## src/rtl/i2cbs_pkg.sv

```systemverilog
// ----------------------------------------------------------------------------
// i2cbs_pkg
// Types and constants shared by the I2C master bit sequencer modules.
// ----------------------------------------------------------------------------
`default_nettype none

package i2cbs_pkg;

  // Request codes on the input tuser field; a tick also marks the idle command
  typedef enum logic [2:0] {
    REQ_TICK  = 3'd0,
    REQ_START = 3'd1,
    REQ_STOP  = 3'd2,
    REQ_WRITE = 3'd3,
    REQ_READ  = 3'd4,
    REQ_SACK  = 3'd5,
    REQ_RACK  = 3'd6
  } req_e;

  // Position inside a three-phase bit slot of write and read
  localparam logic [1:0] KIND_DATA = 2'd0;  // drive SDA (write) / raise SCL (read)
  localparam logic [1:0] KIND_MID  = 2'd1;  // raise SCL (write) / sample (read)
  localparam logic [1:0] KIND_LOW  = 2'd2;  // drop SCL

  localparam logic [15:0] PHASE_TICKS_RST = 16'd10;

  localparam int unsigned QDEPTH = 2;
  localparam int unsigned QPTR_W = $clog2(QDEPTH);
  localparam int unsigned QCNT_W = $clog2(QDEPTH + 1);

  // One classified item as it travels from front to back
  typedef struct packed {
    req_e       kind;
    logic [7:0] tx_byte;
    logic       ack_bit;
    logic       sda_in;
  } item_t;

  // One result item
  typedef struct packed {
    logic       rejected;
    logic       ack_in;
    logic [7:0] rx_byte;
    logic       done_res;
    logic       busy_res;
    logic       sda_out;
    logic       scl_out;
  } res_t;

  // Number of phases in each command
  function automatic logic [4:0] seq_len(input req_e cmd);
    logic [4:0] len;
    case (cmd)
      REQ_START: len = 5'd4;
      REQ_STOP:  len = 5'd3;
      REQ_WRITE: len = 5'd24;
      REQ_READ:  len = 5'd25;
      REQ_SACK:  len = 5'd3;
      REQ_RACK:  len = 5'd4;
      default:   len = 5'd0;
    endcase
    return len;
  endfunction

endpackage

`default_nettype wire

```

## src/rtl/i2cbs_front.sv

```systemverilog
// ----------------------------------------------------------------------------
// i2cbs_front
// Accepts input transfers, decodes the request code and unpacks the payload
// into a queue entry.
// ----------------------------------------------------------------------------
`default_nettype none

module i2cbs_front import i2cbs_pkg::*; (
  input  wire logic        s_axis_tvalid,
  output logic             s_axis_tready,
  input  wire logic [15:0] s_axis_tdata,  // tx_byte[7:0], ack_bit[8], sda_in[9]
  input  wire logic [2:0]  s_axis_tuser,  // req_type[2:0]
  input  wire logic        q_full_i,
  output logic             push_o,
  output item_t            push_item_o
);

  // Unused code seven behaves as a tick
  req_e kind;
  always_comb begin
    case (s_axis_tuser)
      REQ_START: kind = REQ_START;
      REQ_STOP:  kind = REQ_STOP;
      REQ_WRITE: kind = REQ_WRITE;
      REQ_READ:  kind = REQ_READ;
      REQ_SACK:  kind = REQ_SACK;
      REQ_RACK:  kind = REQ_RACK;
      default:   kind = REQ_TICK;
    endcase
  end

  assign s_axis_tready       = !q_full_i;
  assign push_o              = s_axis_tvalid && !q_full_i;
  assign push_item_o.kind    = kind;
  assign push_item_o.tx_byte = s_axis_tdata[7:0];
  assign push_item_o.ack_bit = s_axis_tdata[8];
  assign push_item_o.sda_in  = s_axis_tdata[9];

endmodule

`default_nettype wire

```

## src/rtl/i2cbs_queue.sv

```systemverilog
// ----------------------------------------------------------------------------
// i2cbs_queue
// Small FIFO between front and back; push and pop may happen in one cycle.
// ----------------------------------------------------------------------------
`default_nettype none

module i2cbs_queue import i2cbs_pkg::*; (
  input  wire logic  clk_i,
  input  wire logic  rst_ni,
  input  wire logic  push_i,
  input  wire item_t push_item_i,
  input  wire logic  pop_i,
  output item_t      item_o,
  output logic       valid_o,
  output logic       full_o
);

  item_t              mem_q [QDEPTH];
  logic [QPTR_W-1:0]  wr_q, wr_d, rd_q, rd_d;
  logic [QCNT_W-1:0]  cnt_q, cnt_d;
  logic               do_push, do_pop;

  assign full_o  = (cnt_q == QCNT_W'(QDEPTH));
  assign valid_o = (cnt_q != '0);
  assign item_o  = mem_q[rd_q];
  assign do_push = push_i && !full_o;
  assign do_pop  = pop_i && valid_o;

  // Pointer and fill count update
  always_comb begin
    wr_d  = wr_q;
    rd_d  = rd_q;
    cnt_d = cnt_q;
    if (do_push) begin
      wr_d = (wr_q == QPTR_W'(QDEPTH - 1)) ? '0 : wr_q + 1'b1;
    end
    if (do_pop) begin
      rd_d = (rd_q == QPTR_W'(QDEPTH - 1)) ? '0 : rd_q + 1'b1;
    end
    if (do_push && !do_pop) begin
      cnt_d = cnt_q + 1'b1;
    end else if (do_pop && !do_push) begin
      cnt_d = cnt_q - 1'b1;
    end
  end

  always_ff @(posedge clk_i or negedge rst_ni) begin
    if (!rst_ni) begin
      wr_q  <= '0;
      rd_q  <= '0;
      cnt_q <= '0;
    end else begin
      wr_q  <= wr_d;
      rd_q  <= rd_d;
      cnt_q <= cnt_d;
    end
  end

  // Storage
  always_ff @(posedge clk_i) begin
    if (do_push) begin
      mem_q[wr_q] <= push_item_i;
    end
  end

endmodule

`default_nettype wire

```

## src/rtl/i2cbs_back.sv

```systemverilog
// ----------------------------------------------------------------------------
// i2cbs_back
// Runs the phase sequence of the current command, counts hold ticks and
// registers one result per item.
// ----------------------------------------------------------------------------
`default_nettype none

module i2cbs_back import i2cbs_pkg::*; (
  input  wire logic        clk_i,
  input  wire logic        rst_ni,
  input  wire logic        cfg_we_i,
  input  wire logic [15:0] cfg_wdata_i,
  input  wire item_t       item_i,
  input  wire logic        item_valid_i,
  output logic             pop_o,
  output logic             m_axis_tvalid,
  input  wire logic        m_axis_tready,
  output res_t             res_o
);

  logic [15:0] ptk_q;
  req_e        cmd_q, cmd_d;
  logic [4:0]  phase_q, phase_d;
  logic [15:0] tcnt_q, tcnt_d;
  logic [1:0]  kind_q, kind_d;
  logic [2:0]  bit_q, bit_d;
  logic [7:0]  tx_q, tx_d, rx_q, rx_d;
  logic        ack_q, ack_d, sack_q, sack_d;
  logic        scl_q, scl_d, sda_q, sda_d;
  logic        ovld_q, ovld_d;
  res_t        res_q, res_d;

  logic        step, busy, done, rej;
  logic [16:0] tinc;
  logic [15:0] hold;
  logic [4:0]  ph_nxt;

  assign busy  = (cmd_q != REQ_TICK);
  assign step  = item_valid_i && (!ovld_q || m_axis_tready);
  assign pop_o = step;
  assign tinc  = {1'b0, tcnt_q} + 17'd1;
  assign hold  = (ptk_q == '0) ? 16'd1 : ptk_q;
  assign ph_nxt = phase_q + 5'd1;

  // Sequencer: command start or rejection, hold counting, phase entry
  always_comb begin
    cmd_d   = cmd_q;
    phase_d = phase_q;
    tcnt_d  = tcnt_q;
    kind_d  = kind_q;
    bit_d   = bit_q;
    tx_d    = tx_q;
    rx_d    = rx_q;
    ack_d   = ack_q;
    sack_d  = sack_q;
    scl_d   = scl_q;
    sda_d   = sda_q;
    done    = 1'b0;
    rej     = 1'b0;
    if (step) begin
      if (item_i.kind != REQ_TICK) begin
        if (busy) begin
          rej = 1'b1;
        end else begin
          cmd_d   = item_i.kind;
          phase_d = '0;
          tcnt_d  = '0;
          kind_d  = KIND_DATA;
          bit_d   = '0;
          case (item_i.kind)
            REQ_START: sda_d = 1'b1;
            REQ_STOP:  sda_d = 1'b0;
            REQ_WRITE: begin
              tx_d  = item_i.tx_byte;
              sda_d = item_i.tx_byte[7];
            end
            REQ_READ: begin
              rx_d  = '0;
              sda_d = 1'b1;
            end
            REQ_SACK: begin
              sack_d = item_i.ack_bit;
              sda_d  = item_i.ack_bit;
            end
            REQ_RACK: sda_d = 1'b1;
            default: ;
          endcase
        end
      end else if (busy) begin
        if (tinc >= {1'b0, hold}) begin
          tcnt_d = '0;
          if (ph_nxt >= seq_len(cmd_q)) begin
            cmd_d   = REQ_TICK;
            phase_d = '0;
            done    = 1'b1;
          end else begin
            phase_d = ph_nxt;
            // bit slot position; read has a lead-in phase before its first slot
            if (cmd_q == REQ_READ && phase_q == '0) begin
              kind_d = KIND_DATA;
              bit_d  = '0;
            end else if (kind_q == KIND_LOW) begin
              kind_d = KIND_DATA;
              bit_d  = bit_q + 3'd1;
            end else begin
              kind_d = kind_q + 2'd1;
            end
            case (cmd_q)
              REQ_START: begin
                if (ph_nxt == 5'd1) scl_d = 1'b1;
                else if (ph_nxt == 5'd2) sda_d = 1'b0;
                else scl_d = 1'b0;
              end
              REQ_STOP: begin
                if (ph_nxt == 5'd1) scl_d = 1'b1;
                else sda_d = 1'b1;
              end
              REQ_WRITE: begin
                if (kind_d == KIND_DATA) sda_d = tx_q[~bit_d];
                else if (kind_d == KIND_MID) scl_d = 1'b1;
                else scl_d = 1'b0;
              end
              REQ_READ: begin
                if (kind_d == KIND_DATA) scl_d = 1'b1;
                else if (kind_d == KIND_MID) rx_d[~bit_d] = rx_q[~bit_d] | item_i.sda_in;
                else scl_d = 1'b0;
              end
              REQ_SACK: begin
                if (ph_nxt == 5'd1) scl_d = 1'b1;
                else scl_d = 1'b0;
              end
              REQ_RACK: begin
                if (ph_nxt == 5'd1) scl_d = 1'b1;
                else if (ph_nxt == 5'd2) ack_d = item_i.sda_in;
                else scl_d = 1'b0;
              end
              default: ;
            endcase
          end
        end else begin
          tcnt_d = tinc[15:0];
        end
      end
    end
  end

  // Result word and output slot
  always_comb begin
    res_d.scl_out  = scl_d;
    res_d.sda_out  = sda_d;
    res_d.busy_res = (cmd_d != REQ_TICK);
    res_d.done_res = done;
    res_d.rx_byte  = rx_d;
    res_d.ack_in   = ack_d;
    res_d.rejected = rej;
    if (step) begin
      ovld_d = 1'b1;
    end else if (m_axis_tready) begin
      ovld_d = 1'b0;
    end else begin
      ovld_d = ovld_q;
    end
  end

  always_ff @(posedge clk_i or negedge rst_ni) begin
    if (!rst_ni) begin
      ptk_q   <= PHASE_TICKS_RST;
      cmd_q   <= REQ_TICK;
      phase_q <= '0;
      tcnt_q  <= '0;
      kind_q  <= KIND_DATA;
      bit_q   <= '0;
      tx_q    <= '0;
      rx_q    <= '0;
      ack_q   <= 1'b0;
      sack_q  <= 1'b0;
      scl_q   <= 1'b1;
      sda_q   <= 1'b1;
      ovld_q  <= 1'b0;
    end else begin
      if (cfg_we_i) begin
        ptk_q <= cfg_wdata_i;
      end
      cmd_q   <= cmd_d;
      phase_q <= phase_d;
      tcnt_q  <= tcnt_d;
      kind_q  <= kind_d;
      bit_q   <= bit_d;
      tx_q    <= tx_d;
      rx_q    <= rx_d;
      ack_q   <= ack_d;
      sack_q  <= sack_d;
      scl_q   <= scl_d;
      sda_q   <= sda_d;
      ovld_q  <= ovld_d;
    end
  end

  // Result payload
  always_ff @(posedge clk_i) begin
    if (step) begin
      res_q <= res_d;
    end
  end

  assign m_axis_tvalid = ovld_q;
  assign res_o         = res_q;

endmodule

`default_nettype wire

```

## src/rtl/i2c_master_bit_sequencer.sv

```systemverilog
// ----------------------------------------------------------------------------
// i2c_master_bit_sequencer
// Open-drain I2C master line sequencer: start, stop, byte write/read and
// ack send/receive expanded into timed SCL/SDA phases.
// ----------------------------------------------------------------------------
// Usage:
//   Input stream (s_axis): tuser carries the request code (tick, start, stop,
//   write, read, send ack, receive ack); tdata carries the byte to send, the
//   ack level to drive and the sampled SDA level. Ticks stand for time.
//   Output stream (m_axis): one result per input transfer with the SCL/SDA
//   drive levels, busy, done, received byte, sampled ack and rejected flag.
//   cfg_we_i/cfg_wdata_i set the number of ticks each phase is held.
//   A result is offered after its input transfer is written into the queue and
//   then taken by the sequencer step into the result register; the block takes
//   one item per cycle while the output is not stalled.
//   A two-entry queue separates decode from the sequencer, so an output stall
//   fills the queue first; s_axis_tready drops only when the queue is full.
//   Reset releases both lines, idles the sequencer and loads a hold of ten
//   ticks; no clearing pass is needed.
// ----------------------------------------------------------------------------
`default_nettype none

module i2c_master_bit_sequencer import i2cbs_pkg::*; (
  input  wire logic        clk_i,
  input  wire logic        rst_ni,
  input  wire logic        cfg_we_i,
  input  wire logic [15:0] cfg_wdata_i,     // phase_ticks
  input  wire logic        s_axis_tvalid,
  output logic             s_axis_tready,
  input  wire logic [15:0] s_axis_tdata,    // tx_byte[7:0], ack_bit[8], sda_in[9]
  input  wire logic [2:0]  s_axis_tuser,    // req_type[2:0]
  output logic             m_axis_tvalid,
  input  wire logic        m_axis_tready,
  // scl_out[0], sda_out[1], busy_res[2], done_res[3], rx_byte[11:4],
  // ack_in[12], rejected[13]
  output logic [15:0]      m_axis_tdata
);

  logic  push, pop, q_full, q_valid;
  item_t push_item, q_item;
  res_t  res;

  i2cbs_front u_front (
    .s_axis_tvalid (s_axis_tvalid),
    .s_axis_tready (s_axis_tready),
    .s_axis_tdata  (s_axis_tdata),
    .s_axis_tuser  (s_axis_tuser),
    .q_full_i      (q_full),
    .push_o        (push),
    .push_item_o   (push_item)
  );

  i2cbs_queue u_queue (
    .clk_i       (clk_i),
    .rst_ni      (rst_ni),
    .push_i      (push),
    .push_item_i (push_item),
    .pop_i       (pop),
    .item_o      (q_item),
    .valid_o     (q_valid),
    .full_o      (q_full)
  );

  i2cbs_back u_back (
    .clk_i         (clk_i),
    .rst_ni        (rst_ni),
    .cfg_we_i      (cfg_we_i),
    .cfg_wdata_i   (cfg_wdata_i),
    .item_i        (q_item),
    .item_valid_i  (q_valid),
    .pop_o         (pop),
    .m_axis_tvalid (m_axis_tvalid),
    .m_axis_tready (m_axis_tready),
    .res_o         (res)
  );

  assign m_axis_tdata = {2'b00, res};

endmodule

`default_nettype wire

```

## config.mk

```make
export PLATFORM = sky130hd
export DESIGN_NAME = i2c_master_bit_sequencer
export DESIGN_NICKNAME = d
export VERILOG_FILES = /design/src/rtl/i2cbs_pkg.sv /design/src/rtl/i2cbs_front.sv /design/src/rtl/i2cbs_queue.sv /design/src/rtl/i2cbs_back.sv /design/src/rtl/i2c_master_bit_sequencer.sv
export SDC_FILE = /design/constraint.sdc
export NUM_CORES = 1
export LEC_CHECK = 0
export BUFFER_PORTS_ARGS = -buffer_cell sky130_fd_sc_hd__clkbuf_2
export CAP_MARGIN = 20
export CORE_MARGIN = 1.5
export CORE_UTILIZATION = 35
export DETAILED_ROUTE_END_ITERATION = 8
export SYNTH_ARGS = -nofsm -noshare
export SYNTH_HDL_FRONTEND = slang
export SYNTH_SLANG_ARGS = --single-unit
```

## constraint.sdc

```tcl
create_clock -name clk_i -period 9.15 [get_ports clk_i]
set_clock_uncertainty 0.1 [all_clocks]
set_input_delay 1.3725 -clock clk_i [delete_from_list [all_inputs] [get_ports clk_i]]
set_output_delay 1.3725 -clock clk_i [all_outputs]
set_load 0.01 [all_outputs]
```

==> results of run 1 <==
[cells in the mapped netlist (6+ instances only)]
library cell   n
a21oi_1        7
buf_2          7
clkbuf_1      11
dfrtp_1       65
edfxtp_1      40
ha_1          27
inv_1         27
mux2_2         6
mux2i_1       12
nand2_1       68
nand2b_1      11
nand3_1       22
nand3b_1       6
nand4_1       10
nor2_1        29
nor3_1        12
nor3b_1        6
nor4_1         7
o211ai_1      11
o21ai_0       55
o21ai_1       11
xnor2_1       14
xor2_1        11
[worst min-delay path: cells and delay by family (launching register included)]
family / cells / cell delay [ns]
AND/OR/NAND/NOR: 1 / 0.04
AO/OA/AOI/OAI: 1 / 0.06
flip-flops: 1 / 0.34
[cells by family after synthesis]
| logic type | Yosys count | share of synthesized area [%] |
|---|---|---|
| buf+inv | 50 | 3.64 |
| other cells | 1 | 0.0645 |
| simple gates | 203 | 18.2 |
| flops | 109 | 50.4 |
| compound gates | 126 | 13.9 |
| mux | 21 | 4.19 |
| fa+ha+maj | 27 | 5.81 |
| xor+xnor | 25 | 3.76 |
[stage by stage]
| step | hold slack [ns] | cell area [um2] |
|---|---|---|
| 2_1_floorplan | 0.343 | 5820 |
| 3_3_place_gp | 0.359 | 6260 |
| 3_5_place_dp | 0.365 | 6260 |
| 4_1_cts | 0.384 | 6560 |
| 5_1_grt | 0.408 | 6560 |
| 6_report | 0.379 | 6560 |
[per-layer routing]
metal / global-route usage (%) / up-vias / part of all wire (%)
li1: - / 2111 / -
met3: 3.54 / 19 / 3.4
met5: 0 / - / 0
met2: 25.8 / 80 / 49
met1: 18.2 / 2043 / 45
met4: 5.56 / 0 / 2.4
[area by class of cell]
cell class	instances	area (um2)
multi-input cells	404	2680
clock buffers	9	225
fillers	1553	9500
inverters	27	101
clock inverters	7	73.8
repair buffers	54	283
well taps	216	270
flip-flops and latches	109	2930
[sequential cells by signal (all words and copies together) (netlist names)]
| register | cells |
|---|---|
| u_queue.rd_q | 1 |
| u_back.kind_q | 2 |
| u_back.cmd_q | 3 |
| u_back.m_axis_tvalid | 1 |
| u_back.res_o | 14 |
| u_back.tx_q | 8 |
| u_back.ptk_q | 16 |
| u_queue.wr_q | 1 |
| u_back.phase_q | 5 |
| u_back.sda_q | 1 |
| u_back.ack_q | 1 |
| u_back.rx_q | 8 |
| u_queue.cnt_q | 2 |
| u_back.tcnt_q | 16 |
| u_back.bit_q | 3 |
| u_back.scl_q | 1 |
| u_queue.mem_q | 26 |
[power by group through the flow]
stage | Clock, W | Sequential (W) | Combinational [W]
5_1_grt | 0.000427 | 0.000669 | 0.000432
3_5_place_dp | 0 | 0.000668 | 0.000386
6_report | 0.000395 | 0.000658 | 0.000388
3_3_place_gp | 0 | 0.000667 | 0.000374
2_1_floorplan | 0 | 0.000650 | 0.000283
4_1_cts | 0.000409 | 0.000659 | 0.000388
[worst max-delay path by stage]
stage	endpoint	depth (start not counted)	startpoint	slack, ns
global route	u_back.phase_q[0]	13	u_back.tcnt_q[0]	4.42
detailed placement	u_back.phase_q[0]	13	u_back.tcnt_q[0]	4.81
CTS	u_back.phase_q[0]	13	u_back.tcnt_q[0]	4.79
global placement	u_back.phase_q[0]	13	u_back.tcnt_q[0]	4.87
floorplan	u_back.res_o[1]	16	u_back.tcnt_q[5]	5.58
finish	u_back.phase_q[0]	13	u_back.tcnt_q[0]	4.77
==> results.sh, run 1 <==
export IMPL_status="finished clean"
export IMPL_max_stage_delay_ns=0.57
export IMPL_period_share_pct=47.9
export IMPL_sw_frac_of_total_pct=33.1
export IMPL_final_common_cell="nand2_1"
export IMPL_crit_chain="ha_1 -> nand4_1 -> nor4_1 -> xor2_1 -> ha_1 -> a2111oi_2 -> o21ai_1 -> a221oi_1 -> o211ai_1 -> buf_4 -> o21ai_1 -> nor2_1 -> mux2_2"
export IMPL_reg2reg_depth=13
export IMPL_fmax_mhz=228
export IMPL_async_reset_ff_share_pct=63.3
export IMPL_synthCells=562
export IMPL_overflow=0
export IMPL_fin_crit_ns=4.38
export IMPL_switchingPower_w=0.000477
export IMPL_core_um2=16100
export IMPL_chipWidth_um=132
export IMPL_regToRegSetupSlack_ns=4.77
export IMPL_ctsResizeCount=0
export IMPL_grt_pass1_wl_um=21000
export IMPL_drt_iter0_markers=237
export IMPL_vias_per_cell=5.15
export IMPL_irDropWorstVdd_mv=0.141
export IMPL_dp_hpwl_um=8870
export IMPL_netlist_area_leader_share_pct=28.0
export IMPL_finalMaxSlewViolations=0
export IMPL_worstHoldEndpoint="u_back.tx_q[7]"
export IMPL_insertion_delay_ns=0.36
export IMPL_min_delay_start="u_back.tx_q[7]"
export IMPL_synth_ff_type="dfrtp_1"
export IMPL_antenna_found_initial=0
export IMPL_p_per_area_nw_per_um2=220
export IMPL_power_share_clock_pct=27.4
export IMPL_path_buf_inv=1
export IMPL_track_usage_pct=15.0
export IMPL_rows=46
export IMPL_grt_max_degree=70
export IMPL_r2r_end="u_back.phase_q[0]"
export IMPL_utilization_pct=40.9
export IMPL_cpMaxStageDelayCell="o21ai_1"
export IMPL_tightest_slew_ns=0.938
export IMPL_avgSynthCellArea_um2=10.4
export IMPL_start_kind="flop"
export IMPL_wl_um=12500
export IMPL_cts_sinks=109
export IMPL_cts_max_path_buffers=2
export IMPL_synth_seq_cells=109
export IMPL_synth_area_top_cells="dfrtp_1 (28%), edfxtp_1 (21%), ha_1 (5.8%), o21ai_0 (4.7%), nand2_1 (4.4%)"
export IMPL_power_share_combinational_pct=27.0
export IMPL_hp_class="reg -> reg"
export IMPL_syn_area_um2=5820
export IMPL_cts_root_buf="clkbuf_16"
export IMPL_r2r_start="u_back.tcnt_q[0]"
export IMPL_grt_pass1_vias=4334
export IMPL_start_util_pct=36.2
export IMPL_synth_edff_count=40
export IMPL_final_cell_mix="nand2_1 (68), dfrtp_1 (65), o21ai_0 (55)"
export IMPL_drive_gt1_share_pct=16.4
export IMPL_critPathCaptureType="flop"
export IMPL_rsz0062_at_grt="no"
export IMPL_cts_hold_buf=0
export IMPL_vias=4253
export IMPL_critPathTopFamily="compound AO/OA/AOI/OAI gates"
export IMPL_setup_slack_ns=4.77
export IMPL_cp_arrival_ns=4.53
export IMPL_leakage_nw=2.71
export IMPL_synth_largest_area_cell="dfrtp_1"
export IMPL_relSlewSlack_pct=37.5
export IMPL_final_cell_count_no_fill=826
export IMPL_io_buffers=49
export IMPL_cts_made_buffers=9
export IMPL_path_clk_slew_ns=0.08
export IMPL_p_seq_share_pct=45.6
export IMPL_yosys_warnings=0
export IMPL_dieArea_um2=17400
export IMPL_dr_pass1_iters=4
export IMPL_area_growth_pct=12.8
export IMPL_p_int_w=0.000964
export IMPL_place_congestion=0.873
export IMPL_ys_types=74
export IMPL_cts_tree="built"
export IMPL_min_path_cells=2
export IMPL_drv_cap=0
export IMPL_antennaDiodeCount=0
export IMPL_worst_path_max_fanout=12
export IMPL_crit_required_ns=9.30
export IMPL_nNetsFinal=672
export IMPL_crit_type="reg -> reg"
export IMPL_post_drt_wl_per_cell_um=15.1
export IMPL_drc=0
export IMPL_post_cts_buffers=0
export IMPL_ys_seq_area_share_pct=50.4
export IMPL_finalSetupTns_ns=0
export IMPL_power_w=0.00144
export IMPL_dp_cells=809
export IMPL_cts_max_level=3
export IMPL_hold_viol=0
export IMPL_finalSetupViolations=0
export IMPL_design_portCount=58
export IMPL_antenna_left=0
export IMPL_die_h_um=132
export IMPL_place_ws_ns=4.81
Note: power is estimated with default switching activity, not from simulation.
==> run 2: changes to the inputs <==
--- a/config.mk
+++ b/config.mk
@@ -5,6 +5,7 @@
 export SDC_FILE = /design/constraint.sdc
 export NUM_CORES = 1
 export LEC_CHECK = 0
+export ABC_AREA = 1
 export BUFFER_PORTS_ARGS = -buffer_cell sky130_fd_sc_hd__clkbuf_2
 export CAP_MARGIN = 20
 export CORE_MARGIN = 1.5
==> constraint.sdc (replaced) <==
create_clock -name clk_i -period 4.09 [get_ports clk_i]
set_clock_uncertainty 0.1 [all_clocks]
set_input_delay 0.6135 -clock clk_i [delete_from_list [all_inputs] [get_ports clk_i]]
set_output_delay 0.6135 -clock clk_i [all_outputs]
set_load 0.01 [all_outputs]
==> results.sh, run 2 <==
export IMPL_cp_arrival_ns=3.71
export IMPL_synth_fa_ha_area_share_pct=5.60
export IMPL_antenna_left=0
export IMPL_fin_area_um2=6840
export IMPL_post_drt_wl_per_cell_um=12.4
export IMPL_critPathCaptureType="flop"
export IMPL_p_per_area_nw_per_um2=649
export IMPL_synth_edff_count=40
export IMPL_crit_chain="nand3_1 -> nor2_1 -> nand3_1 -> nor2_1 -> nand3_1 -> o21ai_0 -> inv_1 -> ha_1 -> nand2_1 -> inv_1 -> nand3_1 -> nor3_1 -> a211oi_1 -> nand2_1 -> buf_4 -> nand3_2 -> nand2_1 -> o21ai_2 -> nor2_1 -> nand2_1"
export IMPL_dpl_instance_area_um2=6500
export IMPL_place_congestion=0.822
export IMPL_max_stage_delay_ns=0.43
export IMPL_dp_cells=990
export IMPL_area_growth_pct=13.4
export IMPL_crit_type="reg -> reg"
export IMPL_synth_largest_area_cell="dfrtp_1"
export IMPL_fmax_mhz=271
export IMPL_fin_crit_ns=3.69
export IMPL_switchingPower_w=0.00187
export IMPL_top_register="u_queue.mem_q"
export IMPL_synth_ff_type="dfrtp_1"
export IMPL_finalMaxSlewViolations=0
export IMPL_synth_top_family_by_area="simple AND/OR/NAND/NOR gates"
export IMPL_grt_max_degree=38
export IMPL_largest_register_ff_count=26
export IMPL_overflow=0
export IMPL_synthCells=731
export IMPL_dp_hpwl_um=9360
export IMPL_ys_types=43
export IMPL_synthMuxAreaShare_pct=0.332
export IMPL_path_buf_inv=3
export IMPL_vias_per_cell=4.70
export IMPL_design_portCount=58
export IMPL_finalSetupViolations=0
export IMPL_cts_max_level=3
export IMPL_worst_path_max_fanout=19
export IMPL_p_seq_share_pct=38.1
export IMPL_chipWidth_um=134
export IMPL_synth_compound_area_share_pct=10.3
export IMPL_reg_top3="u_queue.mem_q (26), u_back.ptk_q (16), u_back.tcnt_q (16)"
export IMPL_final_common_cell="nand2_1"
export IMPL_rows=47
export IMPL_tightest_slew_ns=0.846
export IMPL_antenna_found_initial=0
export IMPL_io_buffers=49
export IMPL_cts_sinks=109
export IMPL_grt_pass1_wl_um=21500
export IMPL_antennaDiodeCount=0
export IMPL_start_kind="flop"
export IMPL_grt_pass1_vias=4454
export IMPL_power_w=0.00444
export IMPL_drc=0
export IMPL_hold_viol=0
export IMPL_ys_top_cells_by_count="nand2_1 (174), inv_1 (110), nor2_1 (76)"
export IMPL_rsz0062_at_grt="no"
export IMPL_finalSetupTns_ns=0
export IMPL_p_int_w=0.00257
export IMPL_nNetsFinal=849
export IMPL_cts_max_path_buffers=2
export IMPL_synth_seq_cells=109
export IMPL_yosys_area_share_simple_pct=23.6
export IMPL_cpMaxStageDelayCell="dfrtp_1"
export IMPL_drv_cap=0
export IMPL_power_share_clock_pct=20.1
export IMPL_vias=4734
export IMPL_drt_iter0_markers=248
export IMPL_final_cell_count_no_fill=1007
export IMPL_cts_root_buf="clkbuf_16"
export IMPL_irDropWorstVdd_mv=0.413
export IMPL_path_clk_slew_ns=0.08
export IMPL_avgSynthCellArea_um2=8.25
export IMPL_synth_most_common_cell="nand2_1"
export IMPL_whs_ns=0.241
export IMPL_status="finished clean"
export IMPL_track_usage_pct=14.9
export IMPL_leakage_nw=3.25
export IMPL_critPathTopFamily="simple AND/OR/NAND/NOR gates"
export IMPL_synth_xor_area_share_pct=2.18
export IMPL_dr_pass1_iters=5
export IMPL_sw_frac_of_total_pct=42.1
export IMPL_hp_class="in -> async"
export IMPL_syn_area_um2=6030
export IMPL_relSlewSlack_pct=43.6
export IMPL_drive_gt1_share_pct=13.5
export IMPL_cts_tree="built"
export IMPL_yosys_warnings=0
export IMPL_async_reset_ff_share_pct=63.3
export IMPL_cts_made_buffers=9
export IMPL_synth_area_top_cells="dfrtp_1 (27%), edfxtp_1 (20%), nand2_1 (11%), inv_1 (6.8%), ha_1 (5.6%)"
export IMPL_insertion_delay_ns=0.36
export IMPL_die_h_um=134
export IMPL_period_share_pct=90.3
export IMPL_final_cell_mix="nand2_1 (173), inv_1 (110), nor2_1 (76)"
export IMPL_start_util_pct=36.1
export IMPL_dieArea_um2=18000
export IMPL_ys_seq_area_share_pct=48.6
export IMPL_core_um2=16700
export IMPL_wl_um=12500
export IMPL_crit_required_ns=4.11
export IMPL_netlist_area_leader_share_pct=27.0
export IMPL_power_share_combinational_pct=41.8
[run 2: timing repair]
action | in CTS | in global routing
setup buffers | 0 | 1
hold buffers | 0 | 0
setup endpoints to repair | 0 | 11
gates resized for setup | 0 | 3
[run 2: cell families after synthesis]
kind of cell / after synthesis
AOI/OAI and AO/OA: 106
xor gates and xnor gates: 15
adders and majority gates: 27
buffers and inverters: 136
DFF: 109
muxes: 2
other: 1
and+or+nand+nor: 335
[run 2: path summary, 6_finish.rpt]
| check | from | end | slack, ns | cells past startpoint |
|---|---|---|---|---|
| setup / recovery | u_back.tcnt_q[0] | u_back.res_o[2] | 0.40 | 20 |
| hold / removal | rst_ni | u_back.ptk_q[8] | 0.24 | 1 |
| setup reg to reg | u_back.tcnt_q[0] | u_back.res_o[2] | 0.40 | 20 |
| hold reg to reg | u_queue.cnt_q[0] | u_queue.cnt_q[0] | 0.39 | 1 |
| max in group asynchronous | rst_ni | u_back.sda_q | 2.80 | 2 |
| min in group clk_i | s_axis_tdata[2] | u_queue.mem_q[1][4] | 0.33 | 1 |
[run 2: power groups by stage]
stage	Clock [W]	Sequential, W	Combinational [W]
final	0.000893	0.00169	0.00186
after CTS	0.000919	0.00169	0.00187
after detailed placement	0	0.00171	0.00187
after floorplan	0	0.00169	0.00140
after global routing	0.000960	0.00173	0.00213
after global placement	0	0.00171	0.00181
[run 2: cell type report]
class	count	area (um2)
multi-input combinational	487	2560
sequential	109	2930
fill	1706	9860
inverter	117	439
tap	220	275
clock inverter	7	90.1
timing repair buffer	58	320
clock buffer	9	225
[run 2: through the flow]
step                      setup WS [ns]  util, %
after floorplan                   0.858        -
after global placement            0.353     38.8
after detailed placement          0.273     38.9
after CTS                         0.264     40.8
after global routing             0.0306     41.0
final                             0.397     41.0
[run 2: metal layers]
layer	GRT usage, %	vias up	wire length, um
li1	-	2470	-
met1	20.9	2155	6160
met2	23.2	96	5680
met3	2.15	13	457
met4	5.68	0	208
met5	0	-	0
==> run 3: changes to the inputs <==
--- a/config.mk
+++ b/config.mk
@@ -11,6 +11,7 @@
 export CORE_MARGIN = 1.5
 export CORE_UTILIZATION = 35
 export DETAILED_ROUTE_END_ITERATION = 8
+export REMOVE_ABC_BUFFERS = 1
 export SYNTH_ARGS = -nofsm -noshare
 export SYNTH_HDL_FRONTEND = slang
 export SYNTH_SLANG_ARGS = --single-unit
==> results.sh, run 3 (synthesis results as in run 2) <==
export IMPL_status="finished clean"
export IMPL_p_seq_share_pct=37.3
export IMPL_reg_top3="u_queue.mem_q (26), u_back.ptk_q (16), u_back.tcnt_q (16)"
export IMPL_chipWidth_um=134
export IMPL_nNetsFinal=849
export IMPL_grt_pass1_vias=4489
export IMPL_grt_pass1_wl_um=22000
export IMPL_cts_root_buf="clkbuf_16"
export IMPL_grt_max_degree=33
export IMPL_antenna_left=0
export IMPL_reg2reg_depth=27
export IMPL_finalMaxSlewViolations=0
export IMPL_hp_class="in -> async"
export IMPL_final_common_cell="nand2_1"
export IMPL_leakage_nw=3.26
export IMPL_period_share_pct=88.4
export IMPL_post_drt_wl_per_cell_um=12.5
export IMPL_start_util_pct=36.1
export IMPL_antenna_found_initial=0
export IMPL_rsz0062_at_grt="yes"
export IMPL_cts_sinks=109
export IMPL_insertion_delay_ns=0.36
export IMPL_place_congestion=0.801
export IMPL_sw_frac_of_total_pct=42.2
export IMPL_p_int_w=0.00259
export IMPL_top_register="u_queue.mem_q"
export IMPL_largest_register_ff_count=26
export IMPL_track_usage_pct=15.2
export IMPL_worst_path_max_fanout=19
export IMPL_finalSetupTns_ns=0
export IMPL_crit_top_cell="nand2_1"
export IMPL_grt_busiest_layer="met2"
export IMPL_power_share_combinational_pct=42.4
export IMPL_dr_pass1_iters=5
export IMPL_cts_max_level=3
export IMPL_grt_util_met3_pct=2.00
export IMPL_critPathCaptureType="flop"
export IMPL_vias_per_cell=4.72
export IMPL_fill_cells=1731
export IMPL_relSlewSlack_pct=60.0
export IMPL_irDropWorstVdd_mv=0.316
export IMPL_drc=0
export IMPL_area_growth_pct=13.4
export IMPL_drv_cap=0
export IMPL_rows=47
export IMPL_start_kind="flop"
export IMPL_place_ws_ns=0.394
export IMPL_max_stage_delay_ns=0.42
export IMPL_crit_type="reg -> reg"
export IMPL_final_cell_mix="nand2_1 (172), inv_1 (109), nor2_1 (76)"
export IMPL_drive_gt1_share_pct=13.6
export IMPL_finalSetupViolations=0
export IMPL_vias=4751
export IMPL_wl_um=12500
export IMPL_post_cts_buffers=0
export IMPL_io_buffers=49
export IMPL_path_clk_slew_ns=0.08
export IMPL_tightest_slew_ns=0.598
export IMPL_switchingPower_w=0.00189
export IMPL_core_um2=16700
export IMPL_drt_iter0_markers=342
export IMPL_dieArea_um2=18000
export IMPL_power_w=0.00447
export IMPL_cpMaxStageDelayCell="dfrtp_1"
export IMPL_die_h_um=134
export IMPL_p_per_area_nw_per_um2=654
export IMPL_cts_max_path_buffers=2
export IMPL_antennaDiodeCount=0
export IMPL_fin_crit_ns=3.61
export IMPL_critical_path_depth=27
export IMPL_grtUsageMet2_pct=22.5
export IMPL_crit_required_ns=4.10
export IMPL_cts_hold_buf=0
export IMPL_dp_hpwl_um=9450
export IMPL_critPathTopFamily="simple AND/OR/NAND/NOR gates"
export IMPL_fmax_mhz=277
export IMPL_setup_slack_ns=0.476
export IMPL_hold_viol=0
export IMPL_design_portCount=58
export IMPL_cts_made_buffers=9
export IMPL_power_share_clock_pct=20.3
export IMPL_cts_tree="built"
export IMPL_path_buf_inv=4
export IMPL_overflow=0
export IMPL_gr_usage_met1_pct=22.4
export IMPL_cp_arrival_ns=3.63
## run 3: cell types whose count changed in the layout (fill, tap and decap cells not counted), sizes merged
cell	change
clkinvlp	-1
clkinv	-1
inv	+2
## run 3: worst paths after layout
kind | from | end | slack, ns
hold reg to reg | u_queue.cnt_q[0] | u_queue.cnt_q[0] | 0.38
setup / recovery | u_back.tcnt_q[0] | u_back.res_o[2] | 0.48
max in group asynchronous | rst_ni | u_back.scl_q | 3.14
setup reg to reg | u_back.tcnt_q[0] | u_back.res_o[2] | 0.48
hold / removal | rst_ni | u_back.ptk_q[15] | 0.02
min in group clk_i | s_axis_tdata[2] | u_queue.mem_q[1][4] | 0.33
## run 3: metal layers
| layer | vias up | share of wire (%) |
|---|---|---|
| li1 | 2476 | - |
| met1 | 2183 | 51 |
| met2 | 79 | 43 |
| met3 | 13 | 3.3 |
| met4 | 0 | 2.1 |
| met5 | - | 0 |
## run 3: repair_timing
item                                    4_1_cts  5_1_grt
endpoints found under the setup margin        0       11
resized for setup                             0        6
hold endpoints to repair                      0        0
## run 3: cell type report
cell class	count	area, um2	area share (%)
clock buffers	9	225	3.29
clock inverters	7	88.8	1.30
inverters	117	439	6.42
multi-input cells	487	2560	37.5
flip-flops and latches	109	2930	42.9
well taps	220	275	4.02
repair buffers	58	317	4.63
## run 3: power by group through the flow
stage | Sequential [W] | Clock (W) | Combinational, W
detailed placement | 0.00169 | 0 | 0.00189
global placement | 0.00168 | 0 | 0.00186
finish | 0.00167 | 0.000910 | 0.00190
global route | 0.00171 | 0.000977 | 0.00218
CTS | 0.00167 | 0.000934 | 0.00190
floorplan | 0.00170 | 0 | 0.00131
## run 3: metrics by stage
| stage | hold slack [ns] | instances | util (%) | cell area (um2) |
|---|---|---|---|---|
| 4_1_cts | 0.0252 | 1006 | 40.8 | 6820 |
| 3_5_place_dp | 0.368 | 990 | 39.0 | 6510 |
| 2_1_floorplan | 0.218 | 713 | - | 5910 |
| 3_3_place_gp | 0.364 | 989 | 38.9 | 6490 |
| 6_report | 0.0244 | 1007 | 41.0 | 6840 |
| 5_1_grt | 0.0343 | 1007 | 41.0 | 6840 |
